--- config.mk ---
export PLATFORM = sky130hd
export DESIGN_NAME = lru_key_value_cache_core
export DESIGN_NICKNAME = d
export VERILOG_FILES = /design/src/hdl/lkv_pkg.sv /design/src/hdl/lru_key_value_cache_core.sv /design/src/hdl/lkv_entry_ram.sv /design/src/hdl/lkv_recency.sv
export SDC_FILE = /design/constraint.sdc
export NUM_CORES = 1
export LEC_CHECK = 0
export BUFFER_PORTS_ARGS = -buffer_cell sky130_fd_sc_hd__buf_2
export CORE_MARGIN = 5
export CORE_UTILIZATION = 50
export DETAILED_ROUTE_END_ITERATION = 8
export PLACE_DENSITY = 0.66
export SLEW_MARGIN = 20
export SYNTH_ARGS = -nofsm -noshare
export SYNTH_HDL_FRONTEND = slang
export SYNTH_HIERARCHICAL = 1
export SYNTH_SLANG_ARGS = --single-unit
--- constraint.sdc ---
create_clock -name clk -period 15.41 [get_ports clk]
set_clock_uncertainty 0.1 [all_clocks]
set_input_delay 1.541 -clock clk [delete_from_list [all_inputs] [get_ports clk]]
set_output_delay 1.541 -clock clk [all_outputs]
set_load 0.1 [all_outputs]
--- src/hdl/lkv_pkg.sv ---
// shared types and constants for the lru key-value cache
// no dependencies; imported by every module of the block
package lkv_pkg;

    localparam int CAPACITY   = 16;
    localparam int KEY_BITS   = 16;
    localparam int VALUE_BITS = 31;
    localparam int LIMIT_BITS = 5;

    localparam int IDX_W = (CAPACITY > 1) ? $clog2(CAPACITY) : 1;
    localparam int CNT_W = $clog2(CAPACITY + 1);

    localparam logic [LIMIT_BITS-1:0] LIMIT_RESET = 5'd16;

    localparam logic ACT_GET = 1'b0;
    localparam logic ACT_PUT = 1'b1;

    typedef struct packed {
        logic                  action;
        logic [KEY_BITS-1:0]   lookup_key;
        logic [VALUE_BITS-1:0] store_value;
    } lkv_req_t;

    typedef struct packed {
        logic                  found;
        logic [VALUE_BITS-1:0] read_value;
    } lkv_rsp_t;

    typedef struct packed {
        logic [KEY_BITS-1:0]   key;
        logic [VALUE_BITS-1:0] value;
    } lkv_entry_t;

    typedef enum logic [1:0] {
        REC_NONE,
        REC_TOUCH,
        REC_EVICT,
        REC_INSERT
    } rec_op_t;

    typedef struct packed {
        rec_op_t          op;
        logic [IDX_W-1:0] slot;
    } rec_cmd_t;

    typedef struct packed {
        logic [CAPACITY-1:0] valid;
        logic [CNT_W-1:0]    occupancy;
        logic [IDX_W-1:0]    free_slot;
    } rec_status_t;

    typedef enum logic [2:0] {
        ST_IDLE,
        ST_SCAN,
        ST_DECIDE,
        ST_EVICT,
        ST_RESP
    } lkv_state_t;

endpackage

--- src/hdl/lru_key_value_cache_core.sv ---
// top level of the lru key-value cache: sequencer, request and response registers
// depends on lkv_pkg, lkv_entry_ram and lkv_recency
//
// Fully associative key-value cache of CAPACITY slots that keeps at most
// entry_limit entries (a limit of zero acts as one, above CAPACITY as
// CAPACITY) and replaces the least recently used entry. Keys and values sit
// in a single-port-read synchronous ram; valid bits and recency ranks sit in
// flip-flops. One transaction is handled at a time: a get or put is
// accepted only while the sequencer is idle, then the ram is scanned one
// slot per cycle, which sets the rate. A get waits to load its response
// register for as long as the previous response is still stalled. A put
// on a new key first evicts least recently used entries one at a time
// until occupancy is below the limit (normally at most one; more only
// after entry_limit was lowered), then inserts. A get always returns a
// response transaction: found=1 with the value, or found=0 with value 0.
// A put returns nothing. The response register decouples the output, so a
// new request is taken while a finished response waits. No clearing pass
// is needed after reset. Write entry_limit only while the block is idle.
module lru_key_value_cache_core (
    input  logic                               clk,
    input  logic                               rst_n,
    input  logic                               req_valid,
    output logic                               req_stall,
    input  lkv_pkg::lkv_req_t                  req,
    output logic                               rsp_valid,
    input  logic                               rsp_stall,
    output lkv_pkg::lkv_rsp_t                  rsp,
    input  logic                               cfg_wr_en,
    input  logic [lkv_pkg::LIMIT_BITS-1:0]     cfg_wr_data
);
    import lkv_pkg::*;

    lkv_state_t state_reg, state_next;

    // captured request and scan bookkeeping
    lkv_req_t               req_reg;
    logic [CNT_W-1:0]       cnt_reg;
    logic                   hit_reg;
    logic [IDX_W-1:0]       hit_idx_reg;
    logic [VALUE_BITS-1:0]  hit_value_reg;
    logic [LIMIT_BITS-1:0]  cfg_limit_reg;

    // response register
    logic                   rsp_valid_reg;
    lkv_rsp_t               rsp_reg;

    // ram and recency interface
    logic                   ram_rd_en;
    lkv_entry_t             ram_rd_data;
    logic                   ram_wr_en;
    logic [IDX_W-1:0]       ram_wr_addr;
    lkv_entry_t             ram_wr_data;
    rec_cmd_t               rec_cmd;
    rec_status_t            status;

    logic                   req_accept;
    logic                   rsp_load;
    logic                   scan_end;
    logic [CNT_W-1:0]       cnt_m1;
    logic [IDX_W-1:0]       cmp_idx;
    logic                   key_match;
    logic [CNT_W-1:0]       eff_limit;
    logic                   need_evict;

    lkv_entry_ram u_ram (
        .clk     (clk),
        .rd_en   (ram_rd_en),
        .rd_addr (cnt_reg[IDX_W-1:0]),
        .rd_data (ram_rd_data),
        .wr_en   (ram_wr_en),
        .wr_addr (ram_wr_addr),
        .wr_data (ram_wr_data)
    );

    lkv_recency u_recency (
        .clk    (clk),
        .rst_n  (rst_n),
        .cmd    (rec_cmd),
        .status (status)
    );

    assign req_accept = req_valid && !req_stall;
    assign req_stall  = (state_reg != ST_IDLE);

    // the ram read issued at count k returns in the cycle at count k+1
    assign scan_end  = (32'(cnt_reg) == 32'(CAPACITY));
    assign cnt_m1    = cnt_reg - CNT_W'(1);
    assign cmp_idx   = cnt_m1[IDX_W-1:0];
    assign key_match = (cnt_reg != '0) && status.valid[cmp_idx]
                       && (ram_rd_data.key == req_reg.lookup_key);

    // clamp the programmed limit to 1 .. CAPACITY
    always_comb
    begin
        priority if (cfg_limit_reg == '0)
        begin
            eff_limit = CNT_W'(1);
        end
        else if (32'(cfg_limit_reg) > 32'(CAPACITY))
        begin
            eff_limit = CNT_W'(CAPACITY);
        end
        else
        begin
            eff_limit = CNT_W'(cfg_limit_reg);
        end
    end

    assign need_evict = (status.occupancy >= eff_limit) && (status.occupancy != '0);

    // next state
    always_comb
    begin
        state_next = state_reg;
        unique case (state_reg)
            ST_IDLE:
            begin
                if (req_valid)
                begin
                    state_next = ST_SCAN;
                end
            end
            ST_SCAN:
            begin
                if (scan_end)
                begin
                    state_next = ST_DECIDE;
                end
            end
            ST_DECIDE:
            begin
                priority if (req_reg.action == ACT_GET)
                begin
                    state_next = ST_RESP;
                end
                else if (hit_reg)
                begin
                    state_next = ST_IDLE;
                end
                else
                begin
                    state_next = ST_EVICT;
                end
            end
            ST_EVICT:
            begin
                if (!need_evict)
                begin
                    state_next = ST_IDLE;
                end
            end
            ST_RESP:
            begin
                if (rsp_load)
                begin
                    state_next = ST_IDLE;
                end
            end
            default:
            begin
                state_next = ST_IDLE;
            end
        endcase
    end

    // sequencer outputs
    always_comb
    begin
        ram_rd_en         = 1'b0;
        ram_wr_en         = 1'b0;
        ram_wr_addr       = hit_idx_reg;
        ram_wr_data.key   = req_reg.lookup_key;
        ram_wr_data.value = req_reg.store_value;
        rec_cmd.op        = REC_NONE;
        rec_cmd.slot      = hit_idx_reg;
        rsp_load          = 1'b0;
        unique case (state_reg)
            ST_IDLE:
            begin
            end
            ST_SCAN:
            begin
                ram_rd_en = !scan_end;
            end
            ST_DECIDE:
            begin
                if (hit_reg)
                begin
                    rec_cmd.op = REC_TOUCH;
                    // update in place on a put hit
                    ram_wr_en  = (req_reg.action == ACT_PUT);
                end
            end
            ST_EVICT:
            begin
                if (need_evict)
                begin
                    rec_cmd.op = REC_EVICT;
                end
                else
                begin
                    rec_cmd.op   = REC_INSERT;
                    rec_cmd.slot = status.free_slot;
                    ram_wr_en    = 1'b1;
                    ram_wr_addr  = status.free_slot;
                end
            end
            ST_RESP:
            begin
                rsp_load = !rsp_valid_reg || !rsp_stall;
            end
            default:
            begin
            end
        endcase
    end

    // control registers
    always_ff @(posedge clk or negedge rst_n)
    begin
        if (!rst_n)
        begin
            state_reg     <= ST_IDLE;
            cnt_reg       <= '0;
            hit_reg       <= 1'b0;
            cfg_limit_reg <= LIMIT_RESET;
            rsp_valid_reg <= 1'b0;
        end
        else
        begin
            state_reg <= state_next;
            if (cfg_wr_en)
            begin
                cfg_limit_reg <= cfg_wr_data;
            end
            if (req_accept)
            begin
                cnt_reg <= '0;
                hit_reg <= 1'b0;
            end
            else if (state_reg == ST_SCAN && !scan_end)
            begin
                cnt_reg <= cnt_reg + CNT_W'(1);
            end
            if (state_reg == ST_SCAN && key_match && !hit_reg)
            begin
                hit_reg <= 1'b1;
            end
            if (rsp_load)
            begin
                rsp_valid_reg <= 1'b1;
            end
            else if (rsp_valid_reg && !rsp_stall)
            begin
                rsp_valid_reg <= 1'b0;
            end
        end
    end

    // payload registers
    always_ff @(posedge clk)
    begin
        if (req_accept)
        begin
            req_reg <= req;
        end
        if (state_reg == ST_SCAN && key_match && !hit_reg)
        begin
            hit_idx_reg   <= cmp_idx;
            hit_value_reg <= ram_rd_data.value;
        end
        if (rsp_load)
        begin
            rsp_reg.found      <= hit_reg;
            rsp_reg.read_value <= hit_reg ? hit_value_reg : '0;
        end
    end

    assign rsp_valid = rsp_valid_reg;
    assign rsp       = rsp_reg;

`ifndef ASSERT_OFF
    // valid bit count and occupancy counter agree
    a_occ_count: assert property (@(posedge clk) disable iff (!rst_n)
        $countones(status.valid) == 32'(status.occupancy))
        else $error("occupancy out of step with valid bits");

    // an insert only lands in a free slot
    a_insert_free: assert property (@(posedge clk) disable iff (!rst_n)
        rec_cmd.op == REC_INSERT |-> !status.valid[rec_cmd.slot])
        else $error("insert into an occupied slot");

    // a hit recorded by the scan names a live entry
    a_hit_live: assert property (@(posedge clk) disable iff (!rst_n)
        state_reg == ST_DECIDE && hit_reg |-> status.valid[hit_idx_reg])
        else $error("hit on an invalid slot");

    // occupancy stays within the limit after any insert
    a_limit_kept: assert property (@(posedge clk) disable iff (!rst_n)
        rec_cmd.op == REC_INSERT |=> status.occupancy <= eff_limit)
        else $error("insert exceeded the entry limit");

    // a miss response carries a zero value
    a_miss_zero: assert property (@(posedge clk) disable iff (!rst_n)
        rsp_valid && !rsp.found |-> rsp.read_value == '0)
        else $error("miss response with nonzero value");
`endif

endmodule

--- src/hdl/lkv_entry_ram.sv ---
// key and value storage, one entry per slot, synchronous read
// depends on lkv_pkg
module lkv_entry_ram (
    input  logic                    clk,
    input  logic                    rd_en,
    input  logic [lkv_pkg::IDX_W-1:0] rd_addr,
    output lkv_pkg::lkv_entry_t     rd_data,
    input  logic                    wr_en,
    input  logic [lkv_pkg::IDX_W-1:0] wr_addr,
    input  lkv_pkg::lkv_entry_t     wr_data
);
    import lkv_pkg::*;

    lkv_entry_t mem [CAPACITY];
    lkv_entry_t rd_data_reg;

    always_ff @(posedge clk)
    begin
        if (wr_en)
        begin
            mem[wr_addr] <= wr_data;
        end
        if (rd_en)
        begin
            rd_data_reg <= mem[rd_addr];
        end
    end

    assign rd_data = rd_data_reg;

endmodule

--- src/hdl/lkv_recency.sv ---
// valid bits, recency ranks and occupancy count of the cache slots
// depends on lkv_pkg
module lkv_recency (
    input  logic                  clk,
    input  logic                  rst_n,
    input  lkv_pkg::rec_cmd_t     cmd,
    output lkv_pkg::rec_status_t  status
);
    import lkv_pkg::*;

    logic [CAPACITY-1:0] valid_reg, valid_next;
    logic [IDX_W-1:0]    rank_reg  [CAPACITY];
    logic [IDX_W-1:0]    rank_next [CAPACITY];
    logic [CNT_W-1:0]    occ_reg, occ_next;
    logic [IDX_W-1:0]    touch_rank;
    logic [CNT_W-1:0]    occ_m1;
    logic [IDX_W-1:0]    victim;
    logic [IDX_W-1:0]    free_slot;
    logic                victim_hit;
    logic                free_hit;

    // least recent valid entry holds rank occupancy-1
    always_comb
    begin
        occ_m1     = occ_reg - CNT_W'(1);
        victim     = '0;
        victim_hit = 1'b0;
        free_slot  = '0;
        free_hit   = 1'b0;
        for (int i = 0; i < CAPACITY; i++)
        begin
            if (!victim_hit && valid_reg[i] && rank_reg[i] == occ_m1[IDX_W-1:0])
            begin
                victim     = IDX_W'(i);
                victim_hit = 1'b1;
            end
            if (!free_hit && !valid_reg[i])
            begin
                free_slot = IDX_W'(i);
                free_hit  = 1'b1;
            end
        end
    end

    always_comb
    begin
        valid_next = valid_reg;
        rank_next  = rank_reg;
        occ_next   = occ_reg;
        touch_rank = rank_reg[cmd.slot];
        unique case (cmd.op)
            REC_NONE:
            begin
            end
            REC_TOUCH:
            begin
                for (int i = 0; i < CAPACITY; i++)
                begin
                    if (valid_reg[i] && rank_reg[i] < touch_rank)
                    begin
                        rank_next[i] = rank_reg[i] + IDX_W'(1);
                    end
                end
                rank_next[cmd.slot] = '0;
            end
            REC_EVICT:
            begin
                if (occ_reg != '0)
                begin
                    valid_next[victim] = 1'b0;
                    rank_next[victim]  = '0;
                    occ_next           = occ_m1;
                end
            end
            REC_INSERT:
            begin
                for (int i = 0; i < CAPACITY; i++)
                begin
                    if (valid_reg[i])
                    begin
                        rank_next[i] = rank_reg[i] + IDX_W'(1);
                    end
                end
                valid_next[cmd.slot] = 1'b1;
                rank_next[cmd.slot]  = '0;
                occ_next             = occ_reg + CNT_W'(1);
            end
            default:
            begin
            end
        endcase
    end

    always_ff @(posedge clk or negedge rst_n)
    begin
        if (!rst_n)
        begin
            valid_reg <= '0;
            occ_reg   <= '0;
            for (int i = 0; i < CAPACITY; i++)
            begin
                rank_reg[i] <= '0;
            end
        end
        else
        begin
            valid_reg <= valid_next;
            occ_reg   <= occ_next;
            rank_reg  <= rank_next;
        end
    end

    assign status.valid     = valid_reg;
    assign status.occupancy = occ_reg;
    assign status.free_slot = free_slot;

endmodule
==> metrics.log <==
[metrics] critical path depth: 20
[metrics] Crit path max-delay family: multiplexers
[metrics] post-synthesis simple-gate area fraction: 5.63%
[metrics] Leak Pwr: between 15 and 20 nW
[metrics] most instantiated library cell after synthesis: sky130_fd_sc_hd__edfxtp_1
[metrics] critical path class: flip-flop to flip-flop
[metrics] buffer type at the clock tree root: sky130_fd_sc_hd__clkbuf_16
[metrics] post-route antenna net violation count: 0
[metrics] overall fraction of global-route tracks in use: around 22%
[metrics] number of instances resized during post-cts repair: 0
[metrics] endpoint of the lowest-slack register-to-register path: u_recency/rank_reg[51]
[metrics] Max Slew Vio Count: 0
[metrics] Buf/Inv on CP: 1
[metrics] Clock Tree Buf Depth: 3
[metrics] area of the die: a little over 90,000 µm²
[metrics] mean post-synth cell area: between 15 and 20 µm²
[metrics] Die Span Y: ~300 µm
[metrics] fraction of synthesized cell area in xor and xnor cells: approximately 2.6%
[metrics] global-route wire length before repair: ~150 mm
[metrics] quantity of I/O buffers inserted on ports: 91
[metrics] proportion of layout cells with a drive suffix above 1: 20.7%
[metrics] share of the yosys chip area belonging to registers: a little over two thirds
[metrics] clock transition at the register clock pins on the worst setup and hold paths after CTS: 60 ps
[metrics] count of synthesis-stage warnings from yosys: 6
[metrics] area share of the largest cell type after synthesis: 63.7%
[metrics] failing checks: DRC
[metrics] Final Wtd Congestion: just under 0.9
[metrics] relative slew slack: 25.1%
[metrics] origin of the worst setup path: cfg_limit_reg[2]
[metrics] Reg2Reg Depth: 20
[metrics] maximum number of pins on one net before global-route repair: approximately 140
[metrics] kind of capture point of the worst setup path: flip-flop
[metrics] proportion of synthesized flip-flops having asynchronous set or reset: under 10%
[metrics] number of nets produced by synthesis: 2,607
[metrics] Post CTS Setup Buffer Count: 0
[metrics] shortest period the worst path allows: roughly 6700 ps
[metrics] grt total ovfl: 0
[metrics] CP Launch Type: flip-flop
[metrics] startpoint of the most critical register-to-register path: cfg_limit_reg[2]
[metrics] Slowest-stage cell, CP: sky130_fd_sc_hd__mux2_2
[metrics] placeable core region: about 85,000 µm²
[metrics] area leader, netlist: sky130_fd_sc_hd__edfxtp_1
[metrics] worst hold path type: flip-flop to flip-flop
[metrics] synthesized instance count: between 2,000 and 2,500
[metrics] number of distinct library cell variants in the gate-level netlist after synthesis: 88
[metrics] clock tree from TritonCTS: done
[metrics] total clock sinks: 1,014
[metrics] internal reg-to-reg setup slack: 8710 ps
[metrics] part of the cycle the worst path needs: 43.4%
[metrics] end point of the critical path: u_recency/rank_reg[51]
[metrics] first drt pass iteration count: 7
[metrics] main combinational cell family by area after synthesis: multiplexers
[metrics] wire length per cell: approximately 27 µm
[metrics] peak supply drop: about 0.13 mV
[metrics] total via count after detailed routing: about 24,000
[metrics] max cap viols: 0
[metrics] antenna violations before repair: 2
[metrics] number of buffers added by the clock tree synthesis step: ~100
[metrics] mux cell area share after synthesis: 11.6%
[metrics] drt via density: 6.26
[metrics] max reg flops: 752
[metrics] final wirelength: slightly above 100 mm
[metrics] number of DRC markers in iteration 0: approximately 2,600
[metrics] setup repair after global routing missed its margin: no
[metrics] outcome: complete, but fails checks
[metrics] clock latency of the later-clocked register in the worst-skew pair: approximately 660 ps
[metrics] nets: ~2,700
[metrics] share of synthesized cell area in full adder, half adder and majority cells: between 2 and 2.5%
[metrics] starting utilization of the core area: between 50% and 60%
[metrics] maximum fanout along the worst path: 31
[metrics] Crit path largest cell delay: between 800 and 900 ps
[metrics] number of rows created at floorplan: about 110
[metrics] worst slew pin tran: 1120 ps
[metrics] I/O pin count: between 90 and 100
[metrics] #FFs+latches synth: roughly 1,000
[metrics] Diodes inserted: 0
[metrics] hold bufs inserted after CTS: 0
[metrics] main area contributors after synthesis: sky130_fd_sc_hd__edfxtp_1 (64%), sky130_fd_sc_hd__mux4_2 (11%), sky130_fd_sc_hd__dfrtp_1 (5.8%)
[metrics] count of unresolved DRC violations after routing: 1
[metrics] synthesis-to-layout area growth: 11.6%
[metrics] Power Dens Cells: 167 nW/µm²
[metrics] Final Power: about 8.0 mW
[metrics] count of final setup violators: 0
[metrics] fraction of the mapped netlist area in compound gates: under 10%
[metrics] Worst Path Required: 15,900 ps
[metrics] via count of the first global-routing pass: ~24,000
[metrics] highest achievable clock rate: about 150 MHz
[metrics] leading register cell type out of synthesis: sky130_fd_sc_hd__edfxtp_1
[metrics] CTS H-tree depth: 3
[metrics] Final Hold Fails: 0
[metrics] most frequent cells after synthesis: sky130_fd_sc_hd__edfxtp_1 (914), sky130_fd_sc_hd__mux4_2 (208), sky130_fd_sc_hd__nand2_1 (164), sky130_fd_sc_hd__dfrtp_1 (99), sky130_fd_sc_hd__nor2_1 (98)
[metrics] Setup TNS: 0 ps
[metrics] Post-synth EDFFs: 914
[metrics] post-synthesis cell area: approximately 43,000 µm²
[metrics] Horiz. Die Dim: 304 µm
[metrics] critical path arrival: ~7200 ps
[metrics] half-perimeter wire length after detailed placement: about 54 mm
[metrics] Cell Chain, Critical Path: nor3_1 > nor2_1 > nor2_1 > ha_1 > nand2b_1 > a211oi_1 > o21bai_1 > a21oi_1 > o21ai_1 > mux2_2 > mux4_2 > mux4_2 > inv_1 > ha_1 > a21oi_1 > nand2_1 > o21ai_0 > o21ai_0 > or4b_2 > nand3_1
## through the flow
step	hold WS, ps	setup slack (ps)	utilization, %	instance area (µm²)	std cells
after floorplan	300	9050	-	43100	2474
after global placement	302	9040	52.6	44800	3631
after detailed placement	305	8860	52.6	44800	3631
after CTS	318	8840	56.4	48100	3817
after global routing	325	8430	56.4	48100	3817
final	318	8710	56.4	48100	3817
## layer usage
metal | share of wire [%] | vias up | GRT usage, %
met1 | 41 | 12400 | 32.6
met3 | 8.2 | 175 | 3.72
li1 | - | 10200 | -
met2 | 48 | 1107 | 35.9
met5 | 0 | - | 0
met4 | 2.3 | 0 | 5.96
## report_power, final
| group | switching [mW] | internal [mW] | total, mW |
|---|---|---|---|
| clock | 1.01 | 1.38 | 2.39 |
| combinational | 1.18 | 0.893 | 2.07 |
| sequential | 0.256 | 3.31 | 3.57 |
| total | 2.45 | 5.58 | 8.03 |
## logic make-up after synthesis
kind of cell,count (synthesis)
AOI/OAI and AO/OA,408
and+or+nand+nor,490
DFF,1014
xor gates and xnor gates,92
muxes,235
buffers and inverters,160
adders and majority gates,75
## area by class of cell
class	count	area [µm²]
Fill cell	6409	37200
Sequential cell	1014	30000
Multi-Input combinational cell	1300	12500
Clock buffer	123	2650
Tap cell	1144	1430
Timing Repair Buffer	132	778
Clock inverter	63	576
Inverter	41	154
## layout by cell type (no fill, tap or decap), drive strengths merged, types with 50 or more instances in the layout
cell      n
ha       75
mux4    208
clkbuf  123
dfrtp    99
nand2   164
nor2     98
buf     132
a21oi    63
o21ai    84
nand3    50
a22oi    97
edfxtp  914
## worst min-delay path by stage
stage | startpoint | to | slack, ps | cells after the start
floorplan | u_ram/rd_data[0] | hit_value_reg[0] | 300 | 0
finish | u_ram/rd_data[20] | hit_value_reg[20] | 320 | 0
global route | u_ram/rd_data[20] | hit_value_reg[20] | 320 | 0
CTS | u_ram/rd_data[20] | hit_value_reg[20] | 320 | 0
global placement | u_ram/rd_data[5] | hit_value_reg[5] | 300 | 0
detailed placement | u_ram/rd_data[20] | hit_value_reg[20] | 300 | 0
Note: power is estimated with default switching activity, not from simulation.
